$ cat config.mk
export PLATFORM = sky130hd
export DESIGN_NAME = pas_result_fifo
export DESIGN_NICKNAME = d
export VERILOG_FILES = /design/src/rtl/core/pas_pkg.sv /design/src/rtl/core/pas_result_fifo.sv
export SDC_FILE = /design/constraint.sdc
export NUM_CORES = 1
export LEC_CHECK = 0
export BUFFER_PORTS_ARGS = -buffer_cell sky130_fd_sc_hd__buf_2
export CAP_MARGIN = 20
export CORE_MARGIN = 5
export CORE_UTILIZATION = 30
export CTS_CLUSTER_SIZE = 30
export DETAILED_ROUTE_END_ITERATION = 7
export PLACE_DENSITY = 0.59
export SYNTH_ARGS = -nofsm -noshare
export SYNTH_HDL_FRONTEND = slang
export SYNTH_SLANG_ARGS = --single-unit
$ cat constraint.sdc
create_clock -name clk -period 36.2 [get_ports clk]
set_input_delay 3.62 -clock clk [delete_from_list [all_inputs] [get_ports clk]]
set_output_delay 3.62 -clock clk [all_outputs]
set_load 0.05 [all_outputs]
$ cat src/rtl/core/pas_pkg.sv
// types, widths and codes shared by the polygon area statistics block
package pas_pkg;

  localparam int FIELD_W    = 16;
  localparam int COORD_BITS = 16;
  localparam int PROD_W     = 2 * COORD_BITS;
  localparam int ACC_W      = 48;
  localparam int AREA_W     = 42;
  localparam int CNT_W      = 16;
  localparam int SUM_W      = 64;
  localparam int PCNT_W     = 32;

  localparam int IN_DATA_W  = 2 * FIELD_W;
  localparam int CFG_IDX_W  = 1;
  localparam int CFG_DATA_W = 16;

  localparam logic [CFG_IDX_W-1:0] REG_FILTER_MODE  = 1'b0;
  localparam logic [CFG_IDX_W-1:0] REG_FILTER_COUNT = 1'b1;

  localparam logic [AREA_W-1:0] AREA_MAX = '1;

  typedef enum logic [1:0] {
    FILT_ALL   = 2'd0,
    FILT_EVEN  = 2'd1,
    FILT_ODD   = 2'd2,
    FILT_EXACT = 2'd3
  } filter_mode_t;

  // first member sits in the highest bits
  typedef struct packed {
    logic [PCNT_W-1:0] polygons_seen;
    logic [CNT_W-1:0]  fewest_vertices;
    logic [CNT_W-1:0]  most_vertices;
    logic [AREA_W-1:0] smallest_area;
    logic [AREA_W-1:0] largest_area;
    logic [SUM_W-1:0]  total_area_sum;
    logic [PCNT_W-1:0] filtered_polygon_count;
    logic [SUM_W-1:0]  filtered_area_sum;
    logic              matches_filter;
    logic [CNT_W-1:0]  vertex_count;
    logic [AREA_W-1:0] twice_area;
  } result_t;

  localparam int RESULT_W   = $bits(result_t);
  localparam int OUT_DATA_W = ((RESULT_W + 7) / 8) * 8;

endpackage

$ cat src/rtl/core/pas_result_fifo.sv
// two-entry result buffer with registered ready toward the pipeline
module pas_result_fifo
  import pas_pkg::*;
(
  input  logic    clk,
  input  logic    rst_n,
  input  logic    push,
  input  result_t push_data,
  output logic    push_ready,
  output logic    head_valid,
  output result_t head_data,
  input  logic    head_ready
);

  logic [1:0] cnt_r, cnt_nxt;
  result_t    head_r, head_nxt;
  result_t    spare_r, spare_nxt;
  logic       pop;

  assign pop        = (cnt_r != 2'd0) && head_ready;
  assign push_ready = (cnt_r != 2'd2);
  assign head_valid = (cnt_r != 2'd0);
  assign head_data  = head_r;

  always_comb begin
    cnt_nxt   = cnt_r;
    head_nxt  = head_r;
    spare_nxt = spare_r;
    unique case ({push, pop})
      2'b10: begin
        if (cnt_r == 2'd0) begin
          head_nxt = push_data;
        end else begin
          spare_nxt = push_data;
        end
        cnt_nxt = cnt_r + 2'd1;
      end
      2'b01: begin
        head_nxt = spare_r;
        cnt_nxt  = cnt_r - 2'd1;
      end
      2'b11: begin
        if (cnt_r == 2'd1) begin
          head_nxt = push_data;
        end else begin
          head_nxt  = spare_r;
          spare_nxt = push_data;
        end
      end
      default: begin
        cnt_nxt = cnt_r;
      end
    endcase
  end

  always_ff @(posedge clk) begin
    if (!rst_n) begin
      cnt_r <= 2'd0;
    end else begin
      cnt_r <= cnt_nxt;
    end
  end

  always_ff @(posedge clk) begin
    head_r  <= head_nxt;
    spare_r <= spare_nxt;
  end

endmodule

# ---- After elaboration in Yosys (flattened, before gate mapping)
# Cells that the tools add are included.
dict set report op_classes {
  add_sub_neg 2
  n_mux 7
  n_eq_ne 8
  reduce_logical 8
}
# op count
set ops {}
lappend ops {{two-way mux 367 bit} 4}
lappend ops {{case mux 367 bit (3 select lines)} 1}
lappend ops {{case mux 367 bit (2 select lines)} 1}
lappend ops {{!= test 2 bit, second input constant} 4}
lappend ops {{nonzero test 2 bit} 3}
lappend ops {{equality test 2 x 1 -> 1 bit, second input constant} 2}
lappend ops {{equality test 2 bit, second input constant} 2}
lappend ops {{case mux 2 bit (2 select lines)} 1}
lappend ops {{AND reduction 3 bit} 1}
lappend ops {{nonzero test 3 bit} 1}
lappend ops {{adder 2 x 1 -> 2 bit, second input constant} 1}
lappend ops {{logical NOT 2 bit} 1}
lappend ops {{AND reduction 2 bit} 1}
lappend ops {{subtractor 2 x 1 -> 2 bit, second input constant} 1}
lappend ops {{logical AND 1 bit} 1}
dict set report totals {
  word_cells 48
  output_inout_bits 369
  in_bits 371
  reg_bits 736
}

# ---- Logic depth before layout (Yosys ltp)
# Gate-level depths: netlist of the first run.
dict set report depth {
  ltp_word 5
  mapped_depth 10
  ltp_nobuf 8
}

# ---- Least setup slack after synthesis of the first run
# OpenSTA, ideal clock, no wires.
dict set report synth_timing {
  kind {input-to-reg}
  from {input port push}
  to {register head_r, in the netlist head_data[0], enable pin}
  setup_slack_ns 5.410
  setup_time_ns 1.609
  n_path_buf 0
  required_ns 34.591
  arrival_time_ns 29.181
  path_stages 2
  path_cell_list {inv_1 > o21ai_0}
}
dict set report synth_via {
  elab_chain_len 3
  word_cells_on_any_way 6
  cone_classes {eq/ne: 4; reduce/logical: 2}
}
# item line_no
set synth_lines {}
lappend synth_lines {{start: declaration} pas_result_fifo.sv:7} ;# input logic push,
lappend synth_lines {{equality test 2 bit / equality test 2 x 1 -> 1 bit (equally long branches)} pas_result_fifo.sv:29} ;# unique case ({push, pop})
lappend synth_lines {{!= test 2 bit (no line) / nonzero test 3 bit (equally long branches)} -}
lappend synth_lines {{AND reduction 2 bit (no line) *} -}
lappend synth_lines {{end signal: assignment} pas_result_fifo.sv:65} ;# head_r <= head_nxt;
lappend synth_lines {{end: declaration} pas_result_fifo.sv:16} ;# result_t head_r, head_nxt;
# Every way passes the cells marked *; elsewhere a longest branch is shown, timed or not.
# A chain may end at the register's enable or synchronous reset.

# ---- Final worst setup path of the first run
dict set report layout_timing {
  from {input port head_ready}
  to {register spare_r[131] in the netlist's numbering, enable pin}
}
dict set report layout_via {
  elab_chain_len 4
  word_cells_on_any_way 7
  cone_classes {eq/ne: 4; reduce/logical: 3}
}
# item line_no
set layout_lines {}
lappend layout_lines {{start: declaration} pas_result_fifo.sv:12} ;# input logic head_ready
lappend layout_lines {{logical AND 1 bit *} pas_result_fifo.sv:20} ;# assign pop = (cnt_r != 2'd0) && head_ready;
lappend layout_lines {{equality test 2 bit} pas_result_fifo.sv:29}
lappend layout_lines {{!= test 2 bit (no line) / nonzero test 2 bit (equally long branches)} -}
lappend layout_lines {{AND reduction 3 bit (no line) *} -}
lappend layout_lines {{end signal: assignment} pas_result_fifo.sv:66} ;# spare_r <= spare_nxt;
lappend layout_lines {{end: declaration} pas_result_fifo.sv:17} ;# result_t spare_r, spare_nxt;
# Marked as above.

==> results of run 1 <==
[worst register-to-register path, cell delays in order, from the launching register on]
cell and delay [ns]:
dfxtp_1 0.43, inv_1 0.11, ha_1 0.29, nor2b_1 0.46
ha_4 0.51, o21ai_0 0.24, a21oi_4 0.40, buf_4 0.64
buf_4 0.82, buf_4 0.98
[cell type report]
| cell class | instances | area, sq um | area share |
|---|---|---|---|
| Sequential cell | 736 | 22100 | 0.547 |
| Tap cell | 1414 | 1770 | 0.0438 |
| Timing Repair Buffer | 773 | 4000 | 0.0990 |
| Clock inverter | 50 | 362 | 0.00895 |
| Clock buffer | 102 | 2190 | 0.0542 |
| Inverter | 7 | 26.3 | 0.000651 |
| Antenna cell | 32 | 80.1 | 0.00198 |
| Multi-Input combinational cell | 1489 | 9880 | 0.245 |
[stage by stage]
step | hold WS [ns] | cells
after floorplan | 0.485 | 2395
after global placement | 0.540 | 4418
after detailed placement | 0.554 | 4418
after CTS | 0.562 | 4570
after global routing | 0.589 | 4593
final | 0.559 | 4603
[power by group]
group / switching (mW) / leakage, nW / internal, mW
Sequential: 0.0746 / 7.10 / 1.23
Clock: 0.358 / 1.25 / 0.448
Combinational: 0.846 / 7.64 / 0.279
Total: 1.28 / 16.0 / 1.96
[synth_stat cells, drive strengths merged]
master | count | area share
dfxtp | 2 | 0.0012
nand3 | 1 | 0.00015
inv | 7 | 0.00080
xnor2 | 1 | 0.00027
ha | 8 | 0.0031
o21ai | 3 | 0.00046
clkbuf | 39 | 0.0045
a21boi | 1 | 0.00023
nand2b | 1 | 0.00019
buf | 124 | 0.019
nand2 | 736 | 0.084
nor2 | 1 | 0.00034
edfxtp | 734 | 0.67
a22oi | 367 | 0.084
a21oi | 2 | 0.00031
mux2 | 367 | 0.13
nor2b | 1 | 0.00019
[routing by layer]
metal,GRT usage,vias up,part of all wire
met5,0,-,0.0014
met2,0.260,733,0.49
met3,0.0524,177,0.083
li1,-,10400,-
met1,0.185,11100,0.39
met4,0.0665,20,0.036
[worst paths after layout]
kind,startpoint,end,slack (ns),depth (start not counted)
min,spare_r[242],head_data[242],0.56,2
min reg2reg,spare_r[242],head_data[242],0.56,2
max,head_ready,spare_r[131],28.66,8
max reg2reg,cnt_r[0],spare_r[131],30.86,9
[state kept, by name, indices dropped and copies added (netlist names)]
register   flops
head_data    367
spare_r      367
cnt_r          2
[kinds of logic (layout without fill, tap and decap cells)]
group,after synthesis,in the layout,share of synthesized area
buffers and inverters,170,932,0.0247
AO/OA/AOI/OAI,373,373,0.0852
XOR/XNOR,1,1,0.000268
other,0,32,0
flip-flops,736,736,0.675
adder cells (fa/ha/maj),8,8,0.00306
multiplexers,367,367,0.126
AND/OR/NAND/NOR,740,740,0.0853
==> flow_metrics.py, run 1 <==
metrics = {
    "status": {
        "outcome": "finished clean",
    },
    "clocking": {
        "clk_latency_ns": 0.65,
        "ctsResizeCount": 0,
        "cts_sinks": 736,
        "clk_pin_slew_ns": 0.06,
        "postCtsSetupBuffers": 0,
        "hold_buffers": 0,
        "cts_tree": "yes",
        "cts_buffer_depth": 3,
        "cts_root_buf": "clkbuf_16",
        "cts_buffers": 84,
        "htree_levels": 3,
    },
    "logic_synthesis": {
        "yosysWarnings": 0,
        "synth_seq_cells": 736,
        "netlist_instances": 2395,
        "yosys.cell_types.count": 21,
        "synth_area_per_cell_sq_um": 13.7,
        "syn-num-nets": 2774,
        "ys_seq_area_frac": 0.675,
        "netlist_area_sq_um": 32700,
    },
    "global_routing": {
        "grt_max_degree": 161,
        "grt_pass1_vias": 22300,
        "grtUsageTotal": 0.156,
        "grt_first_pass_wirelength_um": 141000,
        "grt_antenna_before_repair": 41,
        "overflow": 0,
    },
    "critical_path": {
        "worstSetupEndpointType": "flip-flop",
        "cpPeakStageDelay_ns": 0.92,
        "crit_path_start_kind": "primary input",
        "crit_chain": "buf_2, nor2b_1, ha_4, o21ai_0, a21oi_4, buf_4, buf_4, buf_4",
        "critPathBufInv": 4,
        "crit_family": "buffers and inverters",
        "crit_slowest_cell": "buf_4",
        "critPathKind": "in2reg",
        "arrival_ns": 7.79,
        "cp_data_required_time_ns": 36.45,
        "path_common_cell": "buf_4",
        "crit_path_max_fanout": 72,
    },
    "floorplan": {
        "core_area_sq_um": 109000,
        "die_x_um": 340,
        "row_count": 121,
        "start_util": 0.301,
        "io_pins": 740,
        "die_h_um": 340,
        "die_area_sq_um": 116000,
    },
    "detailed_routing": {
        "vias_per_cell": 4.88,
        "drt-total-wl_um": 96000,
        "final_antenna_net_count": 0,
        "wl_per_cell_um": 20.9,
        "first_pass_iters": 5,
        "drc": 0,
        "vias": 22500,
        "drtIter0Drc": 1265,
    },
    "pwr": {
        "ir_drop_uv": 46.0,
        "p_leak_nw": 16.0,
        "power.density_nw_per_um2": 80.1,
        "power_mw": 3.24,
    },
    "placement": {
        "place_area_sq_um": 37700,
        "dp_hpwl_um": 62000,
        "gp_congestion": 0.780,
        "dp_worst_setup_slack_ns": 27.48,
        "portBuffers": 739,
    },
    "timing": {
        "setup_slack_ns": 28.66,
        "min_period_over_period": 0.208,
        "slew_headroom": 0.248,
        "hold_violations": 0,
        "finalClockSkew_ns": 0.0176,
        "worst_pin_slew_ns": 1.13,
        "rsz0062_at_grt": "false",
        "setup_viol": 0,
        "clock.fmax_mhz": 133,
        "period_needed_ns": 7.54,
        "slew_viol_final": 0,
        "finalSetupTns_ns": 0,
    },
    "layout": {
        "mostFrequentLayoutCells": "buf_2 (739), nand2_1 (736), edfxtp_1 (734)",
        "nets": 3470,
        "layout_commonest_cell": "buf_2",
        "stdcell_area_sq_um": 40400,
        "syn_to_final_growth_pct": 23.5,
        "final_util": 0.372,
        "layout-drive-gt1-share": 0.390,
        "n_fill_cell": 10400,
    },
    "hold_path": {
        "hold_path.class": "reg2reg",
    },
    "job": {
        "drv_cap": 0,
    },
}
Note: power is estimated with default switching activity, not from simulation.
==> run 2: changes to the inputs <==
--- a/config.mk
+++ b/config.mk
@@ -5,13 +5,14 @@
 export SDC_FILE = /design/constraint.sdc
 export NUM_CORES = 1
 export LEC_CHECK = 0
+export ABC_AREA = 1
 export BUFFER_PORTS_ARGS = -buffer_cell sky130_fd_sc_hd__buf_2
 export CAP_MARGIN = 20
 export CORE_MARGIN = 5
 export CORE_UTILIZATION = 30
 export CTS_CLUSTER_SIZE = 30
 export DETAILED_ROUTE_END_ITERATION = 7
-export PLACE_DENSITY = 0.59
+export PLACE_DENSITY = 0.6
 export SYNTH_ARGS = -nofsm -noshare
 export SYNTH_HDL_FRONTEND = slang
 export SYNTH_SLANG_ARGS = --single-unit
==> constraint.sdc (replaced) <==
create_clock -name clk -period 7.1 [get_ports clk]
set_input_delay 0.71 -clock clk [delete_from_list [all_inputs] [get_ports clk]]
set_output_delay 0.71 -clock clk [all_outputs]
set_load 0.05 [all_outputs]
==> run 2 against run 1 <==
  * The run now ends with slew limit left
  * Cell count down 12%
  * Die area fell by 13%
  * Largest power group unchanged
  * Sequential share of layout area rose by 7.4 points
  * Synthesized cell count down 15%
  * Synthesized area shrank 14%
  * Highest routed layer unchanged
  * Setup slack lost 25 ns
  * Power grew to 4.6 times the previous value
  * Worst hold slack lost 0.28 ns
  * Sequential power rose to 4.9 times the previous value
  * Register-to-register slack lost 27 ns
  * Flip-flop and latch count unchanged
  * Critical endpoint is now head_data[349]
==> flow_metrics.py, run 2 <==
metrics = {
    "status": {
        "outcome": "complete, but fails checks",
        "violations": "slew limit",
    },
    "layout": {
        "register_area_sq_um": 22100,
        "layout-drive-gt1-share": 0.321,
        "multi_input_area_sq_um": 5350,
        "nets": 3104,
        "final_util": 0.381,
        "layout_commonest_cell": "buf_2",
        "n_fill_cell": 8985,
        "syn_to_final_growth_pct": 26.0,
        "mostFrequentLayoutCells": "buf_2 (739), nand3_1 (735), edfxtp_1 (734)",
    },
    "timing": {
        "rsz0062_at_grt": "false",
        "hold_violations": 0,
        "slew_headroom": -0.0530,
        "min_period_over_period": 0.500,
        "period_needed_ns": 3.55,
        "clock.fmax_mhz": 281,
        "finalSetupTns_ns": 0,
        "finalClockSkew_ns": 0.0256,
        "slew_viol_final": 67,
        "worst_pin_slew_ns": 1.58,
        "setup_viol": 0,
    },
    "logic_synthesis": {
        "synth.top_cell.area_share": 0.781,
        "ys_async_sr_fraction": 0,
        "yosys.cell_count.top_type": "nand3_1",
        "yosysWarnings": 0,
        "synth_common_cells": "nand3_1 (735), edfxtp_1 (734), nand2_1 (379), buf_2 (107), buf_4 (28)",
        "synth_ff_type": "edfxtp_1",
        "yosysTopAreaCell": "edfxtp_1",
        "yosys.cell_types.count": 16,
        "ys_seq_area_frac": 0.782,
        "synth_area_leaders": "edfxtp_1 (78%), nand3_1 (13%), nand2_1 (5.0%)",
        "synth_area_per_cell_sq_um": 13.8,
        "netlist_instances": 2041,
        "synth_edf_count": 734,
        "netlist_area_sq_um": 28200,
        "synth_seq_cells": 736,
        "syn-num-nets": 2420,
    },
    "global_routing": {
        "grt_pass1_vias": 18700,
        "overflow": 0,
        "grt_first_pass_wirelength_um": 116000,
        "grtUsageTotal": 0.150,
        "grt_antenna_before_repair": 25,
        "grt_max_degree": 192,
    },
    "floorplan": {
        "row_count": 112,
        "core_area_sq_um": 93300,
        "die_x_um": 317,
        "start_util": 0.302,
        "io_pins": 740,
        "die_area_sq_um": 100000,
        "die_h_um": 317,
    },
    "critical_path": {
        "worstSetupEndpointType": "flip-flop",
        "crit_path_start_kind": "flip-flop",
        "arrival_ns": 3.92,
        "critPathKind": "reg2reg",
        "crit_path_max_fanout": 191,
        "cp_data_required_time_ns": 7.47,
    },
    "placement": {
        "portBuffers": 739,
        "dp_hpwl_um": 49400,
        "gp_congestion": 0.788,
    },
    "detailed_routing": {
        "vias": 19100,
        "first_pass_iters": 5,
        "wl_per_cell_um": 19.8,
        "drt-total-wl_um": 80400,
        "drtIter0Drc": 1656,
        "drc": 0,
        "final_antenna_net_count": 0,
        "vias_per_cell": 4.71,
    },
    "clocking": {
        "hold_buffers": 0,
        "ctsResizeCount": 0,
        "cts_tree": "yes",
        "htree_levels": 3,
        "cts_root_buf": "clkbuf_16",
        "cts_buffers": 82,
        "postCtsSetupBuffers": 0,
        "cts_buffer_depth": 3,
        "clk_pin_slew_ns": 0.06,
        "cts_sinks": 736,
        "clk_latency_ns": 0.62,
    },
    "pwr": {
        "p_leak_nw": 14.6,
        "power.density_nw_per_um2": 421,
        "ir_drop_uv": 270,
    },
    "hold_path": {
        "hold_path.class": "in2reg",
    },
    "job": {
        "drv_cap": 0,
    },
}
run 2: cells by family after synthesis:
group / after synthesis / share of synthesized area
buffers and inverters: 175 / 0.0320
adder cells (fa/ha/maj): 8 / 0.00355
AO/OA/AOI/OAI: 5 / 0.000886
AND/OR/NAND/NOR: 1117 / 0.181
flip-flops: 736 / 0.782
run 2: final cells by class:
cell class | instances | area share
Sequential cell | 736 | 0.621
Multi-Input combinational cell | 1130 | 0.150
Timing Repair Buffer | 760 | 0.112
Clock buffer | 99 | 0.0601
Tap cell | 1254 | 0.0441
Clock inverter | 48 | 0.00943
Inverter | 15 | 0.00176
Antenna cell | 17 | 0.00120
run 2: metal layers:
metal / track usage / routed length [um]
met1: 0.181 / 30100
met3: 0.0555 / 8370
met2: 0.251 / 39600
met5: 0 / 91
met4: 0.0474 / 2190
run 2: report_power, final:
| part | internal (mW) | switching, mW |
|---|---|---|
| combinational | 0.825 | 3.75 |
| clock | 2.26 | 1.71 |
| sequential | 6.16 | 0.279 |
run 2: stage by stage:
step / std cells / cell area (sq um) / hold slack [ns] / power [mW] / setup slack [ns]
after detailed placement: 3895 / 33000 / 0.499 / 11.2 / 3.79
after global placement: 3895 / 33000 / 0.486 / 11.1 / 3.79
after global routing: 4051 / 35500 / 0.215 / 15.6 / 3.57
final: 4059 / 35600 / 0.275 / 15.0 / 3.55
after floorplan: 2041 / 28300 / 0.473 / 10.1 / -0.712
after CTS: 4042 / 35500 / 0.186 / 15.2 / 3.89
run 2: worst max-delay path: stages, from the launching register on:
cell and delay, ns:
dfxtp_2 0.32, inv_2 0.09, ha_4 0.17, clkinvlp_4 0.14, nand2_4 0.13, inv_4 0.05
ha_4 0.18, inv_1 0.24, nand2_8 0.40, buf_12 0.40, nand3_1 0.35, nand2_1 0.08
run 2: path summary, 6_finish.rpt:
check	start	to	slack, ns	cells past startpoint
hold / removal	push_data[174]	spare_r[174]	0.28	1
setup / recovery	cnt_r[1]	head_data[349]	3.55	11
hold reg to reg	cnt_r[0]	cnt_r[0]	0.50	2
setup reg to reg	cnt_r[1]	head_data[349]	3.55	11
==> run 3: changes to the inputs <==
==> constraint.sdc (replaced) <==
create_clock -name clk -period 3.45 [get_ports clk]
set_input_delay 0.345 -clock clk [delete_from_list [all_inputs] [get_ports clk]]
set_output_delay 0.345 -clock clk [all_outputs]
set_load 0.05 [all_outputs]
==> run 3 against run 2 <==
  * The flow now finishes without violations
  * First-iteration DRC count grew 3.2%
  * Critical path depth unchanged
  * Worst hold slack got worse by 0.13 ns
  * Setup slack worse by 2.7 ns
  * Sequential power rose by 110%
  * Power is 110% higher
  * Register-to-register slack worse by 2.7 ns
  * Critical path type unchanged
==> flow_metrics.py, run 3 (synthesis gave the netlist of run 2 again) <==
metrics = {
    "timing": {
        "hold_violations": 0,
        "finalClockSkew_ns": 0.0216,
        "period_needed_ns": 2.60,
        "setup_viol": 0,
        "rsz0062_at_grt": "false",
        "clock.fmax_mhz": 385,
        "slew_viol_final": 0,
        "finalSetupTns_ns": 0,
        "worst_pin_slew_ns": 0.629,
        "min_period_over_period": 0.753,
        "slew_headroom": 0.581,
    },
    "clocking": {
        "clk_latency_ns": 0.63,
        "postCtsSetupBuffers": 0,
        "cts_buffers": 82,
        "ctsResizeCount": 0,
        "cts_tree": "yes",
        "clk_pin_slew_ns": 0.06,
        "cts_sinks": 736,
        "cts_buffer_depth": 3,
        "hold_buffers": 368,
        "cts_root_buf": "clkbuf_16",
        "htree_levels": 3,
    },
    "critical_path": {
        "crit_path_start": "cnt_r[1]",
        "crit_family": "buffers and inverters",
        "reg2reg_depth": 11,
        "crit_chain": "inv_2, ha_4, clkinvlp_4, nand2_4, inv_4, ha_4, inv_1, nand2_8, buf_12, nand3_1, nand2_1",
        "path_common_cell": "ha_4",
        "critPathBufInv": 5,
        "cp_data_required_time_ns": 3.82,
        "cp.depth": 11,
        "crit_path_max_fanout": 83,
        "worstSetupEndpointType": "flip-flop",
        "arrival_ns": 2.96,
        "crit_slowest_cell": "nand2_8",
        "cpPeakStageDelay_ns": 0.34,
        "worstReg2RegStart": "cnt_r[1]",
        "critPathKind": "reg2reg",
        "crit_path_start_kind": "flip-flop",
    },
    "pwr": {
        "power_mw": 31.8,
        "power.density_nw_per_um2": 794,
        "ir_drop_uv": 486,
        "p_leak_nw": 16.5,
    },
    "global_routing": {
        "grt_max_degree": 95,
        "grt_first_pass_wirelength_um": 127000,
        "grt_pass1_vias": 21400,
        "grt_antenna_before_repair": 8,
        "grtUsageTotal": 0.164,
        "overflow": 0,
    },
    "floorplan": {
        "die_area_sq_um": 100000,
        "die_x_um": 317,
        "row_count": 112,
        "core_area_sq_um": 93300,
        "die_h_um": 317,
        "start_util": 0.302,
        "io_pins": 740,
    },
    "detailed_routing": {
        "final_antenna_net_count": 0,
        "wl_per_cell_um": 19.3,
        "drtIter0Drc": 1709,
        "vias": 21100,
        "drt-total-wl_um": 86500,
        "first_pass_iters": 5,
        "drc": 0,
        "vias_per_cell": 4.71,
    },
    "layout": {
        "syn_to_final_growth_pct": 41.8,
        "layout_commonest_cell": "buf_2",
        "final_cell_count_no_fill": 4477,
        "nets": 3535,
        "layout-drive-gt1-share": 0.296,
        "mostFrequentLayoutCells": "buf_2 (739), nand3_1 (735), edfxtp_1 (734)",
    },
    "placement": {
        "portBuffers": 739,
        "dp.cells": 3958,
        "gp_congestion": 0.821,
        "dp_hpwl_um": 55500,
    },
    "status": {
        "outcome": "finished clean",
    },
    "hold_path": {
        "hold_path.class": "in2reg",
        "hp-start": "head_ready",
        "hold_depth": 3,
    },
    "job": {
        "drv_cap": 0,
    },
}
## run 3: worst paths after layout
path                                       end  slack [ns]
worst max-delay path            head_data[242]        0.85
worst min-delay path              head_data[7]        0.15
worst max register to register  head_data[242]        0.85
worst min register to register        cnt_r[0]        0.50
## run 3: metal layers
metal	GRT usage	wire length, um	up-vias
met1	0.198	33300	10200
met4	0.0685	3100	2
li1	-	-	9785
met3	0.0441	7390	165
met2	0.277	42700	955
met5	0	11	-
## run 3: area by class of cell
| class | instances | area (sq um) |
|---|---|---|
| Antenna cell | 6 | 15.0 |
| Clock inverter | 49 | 402 |
| Timing Repair Buffer | 1191 | 8410 |
| Multi-Input combinational cell | 1130 | 5350 |
| Clock buffer | 96 | 2130 |
| Sequential cell | 736 | 22100 |
| Tap cell | 1254 | 1570 |
| Inverter | 15 | 62.6 |
| Fill cell | 8570 | 53300 |
## run 3: power breakdown
part / internal (mW) / switching, mW
sequential: 12.7 / 0.653
combinational: 2.26 / 7.91
clock: 4.73 / 3.55
total: 19.6 / 12.1
## run 3: per-stage QoR
step	hold slack [ns]	utilization	worst slack, ns	instance area (sq um)
after global routing	0.110	0.429	0.737	40000
after detailed placement	0.490	0.362	0.871	33800
after CTS	0.0688	0.429	0.855	40000
after global placement	0.487	0.362	0.930	33800
final	0.147	0.429	0.854	40000
after floorplan	0.444	-	-4.36	28300
## run 3: worst min-delay path, stage by stage
cell and delay, ns:
buf_2 0.11, nand2_4 0.07, o21ai_4 0.10
